===== src/hdl/lbcg_pkg.sv =====
`default_nettype none

package lbcg_pkg;

    localparam int MAX_CORES_DEF = 4;

    // Count width that the table lane selectors accept (counts up to fifteen).
    localparam int LANE_IDX_W = 4;

    localparam logic [15:0] RESUME_DELAY_MS = 16'd2500;
    localparam logic [7:0]  DWELL_MAX       = 8'hFF;

    localparam logic [15:0] ALL_MARK_RST  = 16'd800;
    localparam logic [63:0] EN_THR_RST    = 64'h0000_0154_00DC_0078;
    localparam logic [63:0] DIS_THR_RST   = 64'h0104_0078_003C_0000;
    localparam logic [63:0] DELAYS_RST    = 64'h0032_0064_0032_0019;
    localparam logic [31:0] ON_DWELL_RST  = 32'h0005_0303;
    localparam logic [31:0] OFF_DWELL_RST = 32'h0403_0800;
    localparam logic [2:0]  MIN_ON_RST    = 3'd1;
    localparam logic [2:0]  AVAIL_RST     = 3'd4;

    typedef enum logic [1:0] {
        CMD_SAMPLE  = 2'd0,
        CMD_SUSPEND = 2'd1,
        CMD_RESUME  = 2'd2
    } t_cmd;

    typedef enum logic [2:0] {
        ACT_NONE      = 3'd0,
        ACT_ONE_OFF   = 3'd1,
        ACT_ONE_ON    = 3'd2,
        ACT_ALL_ON    = 3'd3,
        ACT_SUSPENDED = 3'd4,
        ACT_RESUMED   = 3'd5
    } t_action;

    typedef enum logic [2:0] {
        REG_ALL_MARK  = 3'd0,
        REG_EN_THR    = 3'd1,
        REG_DIS_THR   = 3'd2,
        REG_DELAYS    = 3'd3,
        REG_ON_DWELL  = 3'd4,
        REG_OFF_DWELL = 3'd5,
        REG_MIN_ON    = 3'd6,
        REG_AVAIL     = 3'd7
    } t_reg_idx;

    typedef struct packed {
        logic [1:0]  cmd;
        logic [15:0] load;
    } t_in;

    typedef struct packed {
        logic [2:0]  action;
        logic [2:0]  online_count;
        logic [15:0] next_delay_ms;
    } t_out;

    typedef struct packed {
        logic [15:0] enable_all_threshold;
        logic [63:0] enable_thresholds;
        logic [63:0] disable_thresholds;
        logic [63:0] sample_delays;
        logic [31:0] online_dwell_periods;
        logic [31:0] offline_dwell_periods;
        logic [2:0]  min_online;
        logic [2:0]  cores_available;
    } t_cfg;

    // Lane k belongs to online count k+1; other counts read zero.
    function automatic logic [15:0] lane16(input logic [63:0] tbl,
                                           input logic [LANE_IDX_W-1:0] cnt);
        logic [15:0] v;
        case (cnt)
            4'd1:    v = tbl[15:0];
            4'd2:    v = tbl[31:16];
            4'd3:    v = tbl[47:32];
            4'd4:    v = tbl[63:48];
            default: v = 16'd0;
        endcase
        return v;
    endfunction

    function automatic logic [7:0] lane8(input logic [31:0] tbl,
                                         input logic [LANE_IDX_W-1:0] cnt);
        logic [7:0] v;
        case (cnt)
            4'd1:    v = tbl[7:0];
            4'd2:    v = tbl[15:8];
            4'd3:    v = tbl[23:16];
            4'd4:    v = tbl[31:24];
            default: v = 8'd0;
        endcase
        return v;
    endfunction

    function automatic logic [7:0] bump(input logic [7:0] v);
        return (v == DWELL_MAX) ? DWELL_MAX : v + 8'd1;
    endfunction

endpackage

`default_nettype wire


===== src/hdl/lbcg_cfg.sv =====
`default_nettype none

module lbcg_cfg
    import lbcg_pkg::*;
(
    input  wire logic        i_clk,
    input  wire logic        i_rst_n,
    input  wire logic        i_wr,
    input  wire logic [2:0]  i_index,
    input  wire logic [63:0] i_data,
    output t_cfg             o_cfg
);

    t_cfg r_cfg;

    always_ff @(posedge i_clk) begin
        if (!i_rst_n) begin
            r_cfg.enable_all_threshold  <= ALL_MARK_RST;
            r_cfg.enable_thresholds     <= EN_THR_RST;
            r_cfg.disable_thresholds    <= DIS_THR_RST;
            r_cfg.sample_delays         <= DELAYS_RST;
            r_cfg.online_dwell_periods  <= ON_DWELL_RST;
            r_cfg.offline_dwell_periods <= OFF_DWELL_RST;
            r_cfg.min_online            <= MIN_ON_RST;
            r_cfg.cores_available       <= AVAIL_RST;
        end else if (i_wr) begin
            case (i_index)
                REG_ALL_MARK:  r_cfg.enable_all_threshold  <= i_data[15:0];
                REG_EN_THR:    r_cfg.enable_thresholds     <= i_data;
                REG_DIS_THR:   r_cfg.disable_thresholds    <= i_data;
                REG_DELAYS:    r_cfg.sample_delays         <= i_data;
                REG_ON_DWELL:  r_cfg.online_dwell_periods  <= i_data[31:0];
                REG_OFF_DWELL: r_cfg.offline_dwell_periods <= i_data[31:0];
                REG_MIN_ON:    r_cfg.min_online            <= i_data[2:0];
                REG_AVAIL:     r_cfg.cores_available       <= i_data[2:0];
                default:       r_cfg.min_online            <= r_cfg.min_online;
            endcase
        end
    end

    assign o_cfg = r_cfg;

endmodule

`default_nettype wire


===== src/hdl/lbcg_core.sv =====
`default_nettype none

module lbcg_core
    import lbcg_pkg::*;
#(
    parameter int MAX_CORES = MAX_CORES_DEF
) (
    input  wire logic i_clk,
    input  wire logic i_rst_n,
    input  wire logic i_fire,
    input  wire t_in  i_item,
    input  wire t_cfg i_cfg,
    output t_out      o_res
);

    localparam int CNT_W = $clog2(MAX_CORES + 1);
    localparam int CW    = (CNT_W > 3) ? CNT_W : 3;

    logic [CNT_W-1:0] r_cores, n_cores;
    logic [7:0]       r_up, n_up;
    logic [7:0]       r_down, n_down;
    logic             r_susp, n_susp;

    logic [CW-1:0]    cnt_x, minc, avail, avail_raw;
    logic [15:0]      all_mark, en_mark, dis_mark;
    logic [7:0]       on_per, off_per;
    logic             load_all, down_hit, up_hit;
    logic [2:0]       action;
    logic [15:0]      delay;

    always_comb begin
        cnt_x     = CW'(r_cores);
        minc      = (i_cfg.min_online == 3'd0) ? CW'(1) : CW'(i_cfg.min_online);
        avail_raw = (i_cfg.cores_available == 3'd0) ? CW'(1)
                                                    : CW'(i_cfg.cores_available);
        avail     = (avail_raw > CW'(MAX_CORES)) ? CW'(MAX_CORES) : avail_raw;
        all_mark  = i_cfg.enable_all_threshold;
        en_mark   = lane16(i_cfg.enable_thresholds, LANE_IDX_W'(r_cores));
        dis_mark  = lane16(i_cfg.disable_thresholds, LANE_IDX_W'(r_cores));
        on_per    = lane8(i_cfg.online_dwell_periods, LANE_IDX_W'(r_cores));
        off_per   = lane8(i_cfg.offline_dwell_periods, LANE_IDX_W'(r_cores));
        load_all  = i_item.load >= all_mark;
        down_hit  = (i_item.load <= dis_mark) && (cnt_x > minc);
        up_hit    = !down_hit && (load_all || i_item.load >= en_mark) && (cnt_x < avail);
    end

    always_comb begin
        n_cores = r_cores;
        n_up    = r_up;
        n_down  = r_down;
        n_susp  = r_susp;
        action  = ACT_NONE;
        delay   = r_susp ? 16'd0 : lane16(i_cfg.sample_delays, LANE_IDX_W'(r_cores));
        if (i_item.cmd == CMD_SUSPEND) begin
            n_cores = CNT_W'(1);
            n_susp  = 1'b1;
            action  = ACT_SUSPENDED;
            delay   = 16'd0;
        end else if (i_item.cmd == CMD_RESUME) begin
            if (r_cores < CNT_W'(2)) begin
                n_cores = CNT_W'(2);
            end
            n_up   = 8'd1;
            n_down = 8'd1;
            n_susp = 1'b0;
            action = ACT_RESUMED;
            delay  = RESUME_DELAY_MS;
        end else if (i_item.cmd == CMD_SAMPLE && !r_susp) begin
            if (down_hit) begin
                if (r_down >= off_per) begin
                    n_cores = r_cores - CNT_W'(1);
                    n_down  = 8'd1;
                    action  = ACT_ONE_OFF;
                end else begin
                    n_down = bump(r_down);
                end
                n_up = 8'd1;
            end else if (up_hit) begin
                if (r_up >= on_per) begin
                    if (load_all) begin
                        n_cores = CNT_W'(avail);
                        action  = ACT_ALL_ON;
                    end else begin
                        n_cores = r_cores + CNT_W'(1);
                        action  = ACT_ONE_ON;
                    end
                    n_up = 8'd1;
                end else begin
                    n_up = bump(r_up);
                end
                n_down = 8'd1;
            end
            delay = lane16(i_cfg.sample_delays, LANE_IDX_W'(n_cores));
        end
    end

    always_ff @(posedge i_clk) begin
        if (!i_rst_n) begin
            r_cores <= CNT_W'(MAX_CORES);
            r_up    <= 8'd0;
            r_down  <= 8'd0;
            r_susp  <= 1'b0;
        end else if (i_fire) begin
            r_cores <= n_cores;
            r_up    <= n_up;
            r_down  <= n_down;
            r_susp  <= n_susp;
        end
    end

    assign o_res.action        = action;
    assign o_res.online_count  = 3'(n_cores);
    assign o_res.next_delay_ms = delay;

endmodule

`default_nettype wire


===== src/hdl/load_based_core_count_governor_top.sv =====
// Load-based core count governor. Each request carries a command (load
// sample, suspend or resume) and a load figure; each one yields exactly one
// result with the action taken, the online core count afterwards and the
// delay before the next sample. A request enters an input register; once the
// result register is free, the decision logic reads the held state (online
// count, two saturating dwell counters, suspended flag) and the configuration
// tables, updates the state and loads the result register. One request per
// cycle is taken for as long as results are drained; the state update made
// as each request is decided is what sets that rate. Configuration writes are
// taken every cycle and must only be issued while no request is in flight.
`default_nettype none

module load_based_core_count_governor_top
    import lbcg_pkg::*;
#(
    parameter int MAX_CORES = MAX_CORES_DEF
) (
    input  wire logic        i_clk,
    input  wire logic        i_rst_n,
    input  wire logic        i_in_valid,
    output logic             o_in_ready,
    input  wire t_in         i_in_data,
    output logic             o_out_valid,
    input  wire logic        i_out_ready,
    output t_out             o_out_data,
    input  wire logic        i_cfg_valid,
    output logic             o_cfg_ready,
    input  wire logic [2:0]  i_cfg_index,
    input  wire logic [63:0] i_cfg_data
);

    t_cfg cfg;
    t_out res;

    logic r_in_valid;
    t_in  r_in_data;
    logic r_out_valid;
    t_out r_out_data;

    logic out_free;
    logic dec_fire;

    // Result stage can take a new result when empty or being drained.
    assign out_free    = !r_out_valid || i_out_ready;
    assign dec_fire    = r_in_valid && out_free;
    assign o_in_ready  = !r_in_valid || out_free;
    assign o_cfg_ready = 1'b1;

    lbcg_cfg u_cfg (
        .i_clk   (i_clk),
        .i_rst_n (i_rst_n),
        .i_wr    (i_cfg_valid),
        .i_index (i_cfg_index),
        .i_data  (i_cfg_data),
        .o_cfg   (cfg)
    );

    lbcg_core #(
        .MAX_CORES (MAX_CORES)
    ) u_core (
        .i_clk   (i_clk),
        .i_rst_n (i_rst_n),
        .i_fire  (dec_fire),
        .i_item  (r_in_data),
        .i_cfg   (cfg),
        .o_res   (res)
    );

    // Input register: advance whenever the decision stage moves on.
    always_ff @(posedge i_clk) begin
        if (!i_rst_n) begin
            r_in_valid <= 1'b0;
        end else if (o_in_ready) begin
            r_in_valid <= i_in_valid;
        end
    end

    always_ff @(posedge i_clk) begin
        if (i_in_valid && o_in_ready) begin
            r_in_data <= i_in_data;
        end
    end

    // Result register: hold while the consumer stalls.
    always_ff @(posedge i_clk) begin
        if (!i_rst_n) begin
            r_out_valid <= 1'b0;
        end else if (out_free) begin
            r_out_valid <= r_in_valid;
        end
    end

    always_ff @(posedge i_clk) begin
        if (dec_fire) begin
            r_out_data <= res;
        end
    end

    assign o_out_valid = r_out_valid;
    assign o_out_data  = r_out_data;

endmodule

`default_nettype wire


===== config.mk =====
export PLATFORM = sky130hd
export DESIGN_NAME = load_based_core_count_governor_top
export DESIGN_NICKNAME = d
export VERILOG_FILES = /design/src/hdl/lbcg_pkg.sv /design/src/hdl/lbcg_cfg.sv /design/src/hdl/lbcg_core.sv /design/src/hdl/load_based_core_count_governor_top.sv
export SDC_FILE = /design/constraint.sdc
export NUM_CORES = 1
export LEC_CHECK = 0
export ABC_AREA = 1
export BUFFER_PORTS_ARGS = -buffer_cell sky130_fd_sc_hd__buf_2
export CORE_UTILIZATION = 65
export DETAILED_ROUTE_END_ITERATION = 7
export GPL_TIMING_DRIVEN = 1
export PLACE_DENSITY = 0.84
export SLEW_MARGIN = 10
export SYNTH_ARGS = -nofsm -noshare
export SYNTH_HDL_FRONTEND = slang
export SYNTH_HIERARCHICAL = 1
export SYNTH_SLANG_ARGS = --single-unit

===== constraint.sdc =====
create_clock -name i_clk -period 7.05 [get_ports i_clk]
set_clock_uncertainty 0.05 [all_clocks]
set_input_delay 0.705 -clock i_clk [delete_from_list [all_inputs] [get_ports i_clk]]
set_output_delay 0.705 -clock i_clk [all_outputs]
set_load 0.05 [all_outputs]

Word level (Yosys, flattened, before mapping) --
Index checks and enable logic that the tools add are counted.
Storage, ports and cells: register bits 340, input bits 90
Cells by class: equality and inequality tests 19, add/sub/neg operators 4, bitwise gates (word level) 2, $lt $le $gt $ge 9, multiplexer cells 45, reduce and logical (&&, ||, !) cells 32
Operators by type and width (number):
- one-hot mux 16 bit (4 select lines) | 4
- two-way mux 8 bit | 12
- one-hot mux 8 bit (4 select lines) | 2
- two-way mux 3 bit | 19
- greater-or-equal comparator 16 bit | 2
- two-way mux 16 bit | 2
- == test 3 x 2 -> 1 bit (second input constant) | 6
- == test 3 bit (second input constant) | 6
- AND reduction 2 bit | 9
- adder 8 x 1 -> 8 bit (second input constant) | 2
- == test 8 bit (second input constant) | 2
- greater-or-equal comparator 8 bit | 2
- <= comparator 16 bit | 1
- two-way mux 12 bit | 1
- == test 3 x 1 -> 1 bit (second input constant) | 3
- logical NOT 3 bit | 3
- logical AND 1 bit | 6
- two-way mux 1 bit | 5
- logical NOT 1 bit | 4
- AND reduction 4 bit | 1
- nonzero test 2 bit | 2
- adder 3 x 1 -> 3 bit (second input constant) | 1
- > comparator 3 bit | 1
- > comparator 3 bit (second input constant) | 1
- other kinds (11) | 14

Longest topological paths before layout --
Gate-level depths: netlist of the first run.
word-level depth 16, depth in mapped cells 32, gate-level depth less buffers 29

By module --
Netlist of the first run, hierarchy kept.
By module, submodules not included:
- lbcg_cfg | cells each 1539, sequential area each 5565.3 um^2, instances 1, area each 10740.3 um^2
- lbcg_core | cells each 954, sequential area each 400.4 um^2, instances 1, area each 5859.4 um^2
- load_based_core_count_governor_top | cells each 55, sequential area each 1241.2 um^2, instances 1, area each 1307.5 um^2

Worst setup path after synthesis of the first run --
OpenSTA, ideal clock, no wires.
path kind reg-to-reg, start register u_core.r_cores[1], in the netlist u_core/cnt_x[1], end register r_out_data (netlist bit o_out_data[10]), data pin, path buffers 4, setup time 276 ps, required time 6724 ps, stages on the path, launching flop included 27, period minus slack after synthesis 3829 ps, data arrival time 3503 ps, path slack 3221 ps, cell sequence dfxtp_1 -> inv_1 -> ha_1 -> nand2_1 -> inv_1 -> clkbuf_1 -> buf_1 -> a22o_1 -> o21ai_0 -> ha_1 -> nand2_1 -> nor3_2 -> nand2_1 -> nand2_1 -> nand2_2 -> nand2_4 -> buf_6 -> nand4_1 -> nand2_2 -> nand2_4 -> buf_4 -> nand3_2 -> nand3_1 -> nand2_1 -> inv_2 -> nand2_1 -> a21oi_2
On the way: longest elaborated chain between the ends 15, elaborated cells between the ends (all ways) 37, classes of those cells add/sub (2); order compare (6); eq/ne (8); mux (16); reduce/logical (5)
RTL lines:
- start: declaration | line lbcg_core.sv:19 | logic [CNT_W-1:0] r_cores, n_cores;
- start signal: assignment | line lbcg_core.sv:99 | r_cores <= CNT_W'(MAX_CORES);
- start signal: assignment | line lbcg_core.sv:104 | r_cores <= n_cores;
- == test 3 bit (tied with other cells) | line lbcg_pkg.sv:74, lbcg_pkg.sv:87
- one-hot mux 16 bit (4 select lines) | line lbcg_pkg.sv:74 | case (cnt)
- <= comparator 16 bit | line lbcg_core.sv:43 | down_hit = (i_item.load <= dis_mark) && (cnt_x > minc);
- logical AND 1 bit | line lbcg_core.sv:43
- logical NOT 1 bit | line lbcg_core.sv:44 | up_hit = !down_hit && (load_all || i_item.load >= en_mark) && (cnt_x < avail);
- logical AND 1 bit (2 in a row) | line lbcg_core.sv:44
- two-way mux 3 bit | line lbcg_core.sv:78 | end else if (up_hit) begin
- two-way mux 3 bit | line lbcg_core.sv:69 | if (down_hit) begin
- two-way mux 3 bit | line lbcg_core.sv:68 | end else if (i_item.cmd == CMD_SAMPLE && !r_susp) begin
- two-way mux 3 bit | line lbcg_core.sv:59 | end else if (i_item.cmd == CMD_RESUME) begin
- two-way mux 3 bit | line lbcg_core.sv:54 | if (i_item.cmd == CMD_SUSPEND) begin
- == test 3 bit (tied with other cells) | line lbcg_pkg.sv:74
- one-hot mux 16 bit (4 select lines) | line lbcg_pkg.sv:74
- two-way mux 16 bit (*) | line lbcg_core.sv:68
- end signal: assignment | line load_based_core_count_governor_top.sv:95 | r_out_data <= res;
- end: declaration | line load_based_core_count_governor_top.sv:38 | t_out r_out_data;
Mark *: on every way between the ends. The rest lies on a longest branch, timed or not. The select of a mux whose other input is x is not followed. A chain may end at the register's enable or synchronous reset.

Worst setup path in the final report of the first run --
start register u_core.r_cores[0], in the netlist u_core/cnt_x[0], end register r_out_data (netlist bit o_out_data[14]), data pin
The elaborated chain is that of the path after synthesis.

==> run_results.csv, run 1 <==
group,metric,value,unit
power,power_per_cell_area,247,nW/um2
global_routing,grt-ovfl-total,0,
clock_tree,post_cts_buffers,0,
clock_tree,h-tree-depth,2,
detailed_routing,drt-initial-drc-count,2172,
global_routing,grt_usage,0.414,
power,ir_drop,0.239,mV
logic_synthesis,synth_cell_types,48,
detailed_routing,dr.pass1.iters,6,
layout,fin_nets,2744,
clock_tree,post_cts_resized,0,
die,io_pins,115,
die,die_w,168,um
logic_synthesis,synth_top_cell_area_share,0.335,
global_routing,grt_pass1_wl,90.2,mm
detailed_routing,met2_length,26.9,mm
detailed_routing,drt-met1-wl,22.7,mm
global_routing,antenna_found_initial,2,
clock_tree,hold_buffers,0,
clock_tree,clk_pin_slew,0.06,ns
setup_path,path_class,"reg2reg",
placed_design,post-place-ws,1.94,ns
global_routing,grt_start_max_net_pins,156,
global_routing,grt_pass1_vias,16338,
layout,syn_to_final_growth,10.1,%
timing,fin_crit,5.35,ns
logic_synthesis,ys_warn_count,6,
detailed_routing,wl,59.0,mm
timing,setup_viol,0,
die,num_rows,60,
logic_synthesis,synth_top_area_cell,"dfxtp_1",
setup_path,crit_required,7.37,ns
placed_design,place_congestion,0.987,
layout,register_area,7210,um2
timing,tightestPinTransition,1.15,ns
timing,hold_viol,0,
detailed_routing,route.vias.total,17874,
timing,setup_slack,1.70,ns
logic_synthesis,seq_area_frac_synth,0.402,
layout,drive_gt1_frac,0.101,
timing,finalCritPeriodShare,0.759,
logic_synthesis,synth_area,17900,um2
logic_synthesis,ys_seq_elements,340,
clock_tree,cts_tree,"done",
clock_tree,root_buffer,"clkbuf_16",
logic_synthesis,syn_avg_cell_area,7.03,um2
detailed_routing,met3WireLength,6.08,mm
logic_synthesis,synthCells,2548,
layout,n_antenna_cell,0,
detailed_routing,wl_per_cell,20.0,um
logic_synthesis,synth_edf_count,40,
clock_tree,clk_path_buf_depth,3,
logic_synthesis,syn-num-nets,2718,
timing,slew_headroom,0.233,
detailed_routing,via_per_inst,6.07,
logic_synthesis,synth_top_flop_cell,"dfxtp_1",
setup_path,crit_path_start_kind,"register",
clock_tree,cts.sinks,340,
run,drv_cap,0,
setup_path,crit_arrival,5.68,ns
die,die_h,168,um
timing,setup-tns-final,0,ns
layout,fill_cells,2243,
timing,hold-worst-slack,0.289,ns
layout,final_util,0.729,
die,initial_core_util,0.663,
timing,final_max_slew_viol_count,0,
status,status,"finished clean",
setup_path,cp-end-kind,"register",
power,p_leak,8.79,nW
clock_tree,clock_latency,0.54,ns
detailed_routing,maxUsedRoutingLayer,"met5",
placed_design,dp_hpwl,39.9,mm
layout,multi_input_area,9330,um2
die,coreArea,27000,um2
timing,rsz0062_at_grt,"no",
detailed_routing,drcViolationCount,0,
logic_synthesis,synth.area.top_cells,"dfxtp_1 (34%), nand2_1 (12%), nor2_1 (11%)",
setup_path,crit_fanout,48,
logic_synthesis,synth_common_cells,"nand2_1 (575), nor2_1 (517), nand3_1 (315)",
logic_synthesis,synth.most_common_cell,"nand2_1",
logic_synthesis,synthArstFlopShare,0,
clock_tree,cts_buffers,37,
placed_design,io_buffers,113,
timing,fmax,187,MHz
hold_path,hold_path.class,"in2reg",
die,die_area,28200,um2
detailed_routing,final_antenna_net_count,0,
sequential cells by signal, indices dropped and copies added (netlist names):
register       cells
u_core/r_down      8
r_in_data         18
o_out_valid        1
o_out_data        22
u_core/cnt_x       3
u_cfg/o_cfg      278
r_in_valid         1
u_core/r_susp      1
u_core/r_up        8
critical path, stage by stage (launching register included):
cell     delay (ns)
dfxtp_1        0.41
inv_1          0.23
ha_1           0.20
nand2_1        0.17
inv_2          0.77
buf_4          0.40
a22o_1         0.16
o21ai_0        0.15
ha_1           0.38
nand4_1        0.14
nor3_1         0.27
nand2_1        0.10
nand2_1        0.14
nor2_4         0.06
nor2_8         0.11
nand3_4        0.08
nand2_1        0.11
nand3_1        0.20
nor2_4         0.31
nand2_2        0.17
nand3_1        0.12
nand2_1        0.07
inv_2          0.15
nand2_1        0.08
a21oi_2        0.12
kinds of logic (layout without fill, tap and decap cells):
family	after synthesis	after routing	share of synthesized area
adders and majority gates	80	80	0.0559
and+or+nand+nor	1487	1487	0.352
DFF	340	340	0.402
buffers and inverters	347	401	0.0796
other	1	1	0.000209
AOI/OAI and AO/OA	292	292	0.110
xor gates and xnor gates	1	1	0.000489
layer usage:
layer / track usage / up-vias
met2: 0.673 / 1034
met4: 0.218 / 4
li1: - / 8363
met1: 0.522 / 8260
met3: 0.0795 / 213
met5: 0 / -
cells in the final DEF (no fill, tap or decap), types with 6 or more instances in the layout:
master and n:
nor2_2 6, dfxtp_1 300, nor2_1 512, nand3_2 11, a221oi_1 10, buf_4 24
o21ai_0 95, clkbuf_16 40, nand3_1 315, clkbuf_1 12, a22o_1 89, nand4_1 26
edfxtp_1 40, buf_2 112, clkbuf_8 9, a21oi_1 51, inv_1 186, inv_2 10
nor2_4 10, a21oi_2 11, nand2_1 575, nand2_2 7, ha_1 79, nor3_1 12
where the power goes:
part,internal (W),leakage [nW],switching [W]
Clock,0.00120,0.609,0.000808
Sequential,0.00204,2.83,0.0000580
Combinational,0.000218,5.35,0.000556
Total,0.00345,8.79,0.00142
path summary, 6_finish.rpt:
| kind | start | endpoint | slack [ns] | depth (start not counted) |
|---|---|---|---|---|
| max | u_core/cnt_x[0] | o_out_data[14] | 1.70 | 24 |
| min | i_in_data[7] | r_in_data[7] | 0.29 | 1 |
| max reg2reg | u_core/cnt_x[0] | o_out_data[14] | 1.70 | 24 |
| min reg2reg | u_cfg/o_cfg[267] | u_cfg/o_cfg[267] | 0.42 | 2 |
stage by stage:
step / instances / power (W) / cell area [um2]
after detailed placement: 2876 / 0.00288 / 18500
final: 2943 / 0.00487 / 19700
after global routing: 2943 / 0.00503 / 19700
after floorplan: 2548 / 0.00265 / 17900
after global placement: 2876 / 0.00286 / 18500
after CTS: 2943 / 0.00485 / 19700
layout make-up:
type / count / area share
multi-input cells: 1861 / 0.474
clock inverters: 7 / 0.00463
repair buffers: 137 / 0.0383
inverters: 197 / 0.0375
clock buffers: 60 / 0.0587
flip-flops and latches: 340 / 0.366
well taps: 341 / 0.0216
No activity file was read; power rests on OpenSTA's default activity.
==> run 2, diff against run 1 <==
--- a/config.mk
+++ b/config.mk
@@ -7,10 +7,10 @@
 export LEC_CHECK = 0
 export ABC_AREA = 1
 export BUFFER_PORTS_ARGS = -buffer_cell sky130_fd_sc_hd__buf_2
-export CORE_UTILIZATION = 65
+export CORE_UTILIZATION = 55
 export DETAILED_ROUTE_END_ITERATION = 7
 export GPL_TIMING_DRIVEN = 1
-export PLACE_DENSITY = 0.84
+export PLACE_DENSITY = 0.75
 export SLEW_MARGIN = 10
 export SYNTH_ARGS = -nofsm -noshare
 export SYNTH_HDL_FRONTEND = slang
==> constraint.sdc (replaced) <==
create_clock -name i_clk -period 4.8 [get_ports i_clk]
set_clock_uncertainty 0.05 [all_clocks]
set_input_delay 0.48 -clock i_clk [delete_from_list [all_inputs] [get_ports i_clk]]
set_output_delay 0.48 -clock i_clk [all_outputs]
set_load 0.05 [all_outputs]
==> run 2 against run 1 <==
- core utilization is 9.9 points lower
- cell area is 1.7% higher
- cell count increased by 3.9%
- hold slack got worse by 0.22 ns
- non-clock buffer count rose by 20
- clock power up 43%
- sequential share of layout area fell by 0.59 points
- combinational power grew 51%
==> run_results.csv, run 2 (same netlist as run 1, synthesis figures left out) <==
group,metric,value,unit
detailed_routing,drt-initial-drc-count,1909,
die,die_area,33300,um2
timing,setup_slack,0.284,ns
power,ir_drop,0.312,mV
setup_path,crit_fanout,48,
timing,tightestPinTransition,1.24,ns
hold_path,holdPathStages,1,
detailed_routing,wl_per_cell,19.2,um
clock_tree,post_cts_buffers,0,
layout,drive_gt1_frac,0.109,
clock_tree,cts_buffers,38,
die,die_h,182,um
die,initial_core_util,0.563,
setup_path,crit_required,5.13,ns
timing,fin_crit,4.52,ns
die,num_rows,65,
clock_tree,post_cts_resized,0,
setup_path,r2r_start,"u_core/cnt_x[1]",
timing,fmax,221,MHz
setup_path,path_delay_family,"simple AND/OR/NAND/NOR gates",
setup_path,path_class,"reg2reg",
timing,finalCritPeriodShare,0.941,
global_routing,grt-ovfl-total,0,
detailed_routing,drcViolationCount,0,
global_routing,grt_pass1_vias,16466,
timing,rsz0062_at_grt,"no",
clock_tree,hold_buffers,0,
hold_path,hp-start,"i_in_data[16]",
detailed_routing,via_per_inst,5.79,
clock_tree,root_buffer,"clkbuf_16",
setup_path,regToRegSetupSlack,0.28,ns
power,power_per_cell_area,355,nW/um2
setup_path,crit_path_max_incr_delay,0.41,ns
placed_design,numPlacedInstances,2990,
placed_design,place_congestion,0.942,
setup_path,critPathBufInv,3,
detailed_routing,wl,58.6,mm
placed_design,io_buffers,113,
timing,final_max_slew_viol_count,0,
setup_path,crit_path_start_kind,"register",
hold_path,min_to,"r_in_data[16]",
layout,syn_to_final_growth,11.9,%
layout,finalNonFillerCells,3059,
power,p_total,0.00711,W
clock_tree,h-tree-depth,2,
setup_path,path_common_cell,"nand2_2",
die,io_pins,115,
clock_tree,cts_tree,"done",
hold_path,hold_path.class,"in2reg",
timing,setup-tns-final,0,ns
global_routing,grt_start_max_net_pins,179,
detailed_routing,dr.pass1.iters,6,
global_routing,antenna_found_initial,2,
clock_tree,cts.sinks,340,
power,p_leak,8.90,nW
layout,largest_reg_flops,278,
layout,fin_nets,2765,
setup_path,rr_endpoint,"o_out_data[6]",
timing,setup_viol,0,
placed_design,post-place-ws,0.263,ns
timing,hold_viol,0,
setup_path,cp_slowest_cell,"dfxtp_2",
die,coreArea,31800,um2
placed_design,dp_hpwl,40.9,mm
status,status,"finished clean",
global_routing,grt_usage,0.351,
die,die_w,182,um
setup_path,reg2reg_depth,23,
setup_path,crit_arrival,4.85,ns
clock_tree,clk_path_buf_depth,3,
detailed_routing,route.vias.total,17713,
clock_tree,clk_pin_slew,0.07,ns
layout,layout_commonest_cell,"nand2_1",
detailed_routing,final_antenna_net_count,0,
layout,final_cell_mix,"nand2_1 (574), nor2_1 (512), nand3_1 (314), dfxtp_1 (299), inv_1 (186)",
timing,slew_headroom,0.172,
setup_path,crit_chain,"inv_1 -> ha_1 -> nand2_2 -> clkinv_1 -> buf_12 -> a22o_1 -> o21ai_0 -> ha_1 -> a21oi_1 -> o21ai_0 -> a21oi_1 -> nand2_1 -> nand2_2 -> nand2_4 -> nand3_4 -> nand2_1 -> nand2_2 -> nand2_4 -> nor2_4 -> nand2_2 -> o21ai_0 -> nor2_1 -> a21oi_1",
setup_path,cp-end-kind,"register",
global_routing,grt_pass1_wl,90.9,mm
layout,fill_cells,2924,
clock_tree,clock_latency,0.54,ns
run,drv_cap,0,
==> run 2: cell types whose count changed in the layout (fill, tap and decap cells not counted), sizes merged <==
cell / previous run / this run
inv: 197 / 198
diode: 0 / 1
clkbuf: 61 / 59
clkinvlp: 1 / 0
buf: 136 / 156
bufinv: 2 / 1
clkinv: 4 / 8
==> run 2: cell type report <==
class,count,area [um2],area share
Antenna cell,1,2.50,0.000125
Sequential cell,340,7210,0.360
Tap cell,435,544,0.0272
Timing Repair Buffer,157,971,0.0485
Inverter,197,742,0.0370
Clock inverter,10,97.6,0.00487
Clock buffer,58,1120,0.0558
Multi-Input combinational cell,1861,9350,0.467
==> run 2: stage by stage <==
step / utilization / hold slack (ns) / area [um2]
after floorplan: - / 0.379 / 17900
after global placement: 0.591 / 0.394 / 18800
after detailed placement: 0.591 / 0.402 / 18800
after CTS: 0.629 / 0.0621 / 20000
after global routing: 0.630 / 0.0669 / 20000
final: 0.630 / 0.0695 / 20000
==> run 2: worst max path at each step <==
| stage | start | to | cells past startpoint |
|---|---|---|---|
| 6_report | u_core/cnt_x[1] | o_out_data[6] | 23 |
| 5_1_grt | u_core/cnt_x[1] | o_out_data[12] | 25 |
| 4_1_cts | u_core/cnt_x[1] | o_out_data[6] | 23 |
| 3_5_place_dp | u_core/cnt_x[1] | o_out_data[6] | 23 |
| 3_3_place_gp | u_core/cnt_x[1] | o_out_data[11] | 25 |
| 2_1_floorplan | u_core/cnt_x[1] | o_out_data[10] | 26 |
==> run 2: report_power, final <==
part           internal [W]  total (W)  switching, W
Clock               0.00167    0.00286       0.00119
Combinational      0.000354    0.00117      0.000820
Sequential          0.00299    0.00307     0.0000821
==> run 2: metal layers <==
layer	GRT usage	up-vias	share of wire
li1	-	8412	-
met1	0.461	8251	0.41
met5	0	-	0.00019
met4	0.167	2	0.049
met2	0.565	890	0.45
met3	0.0537	158	0.089
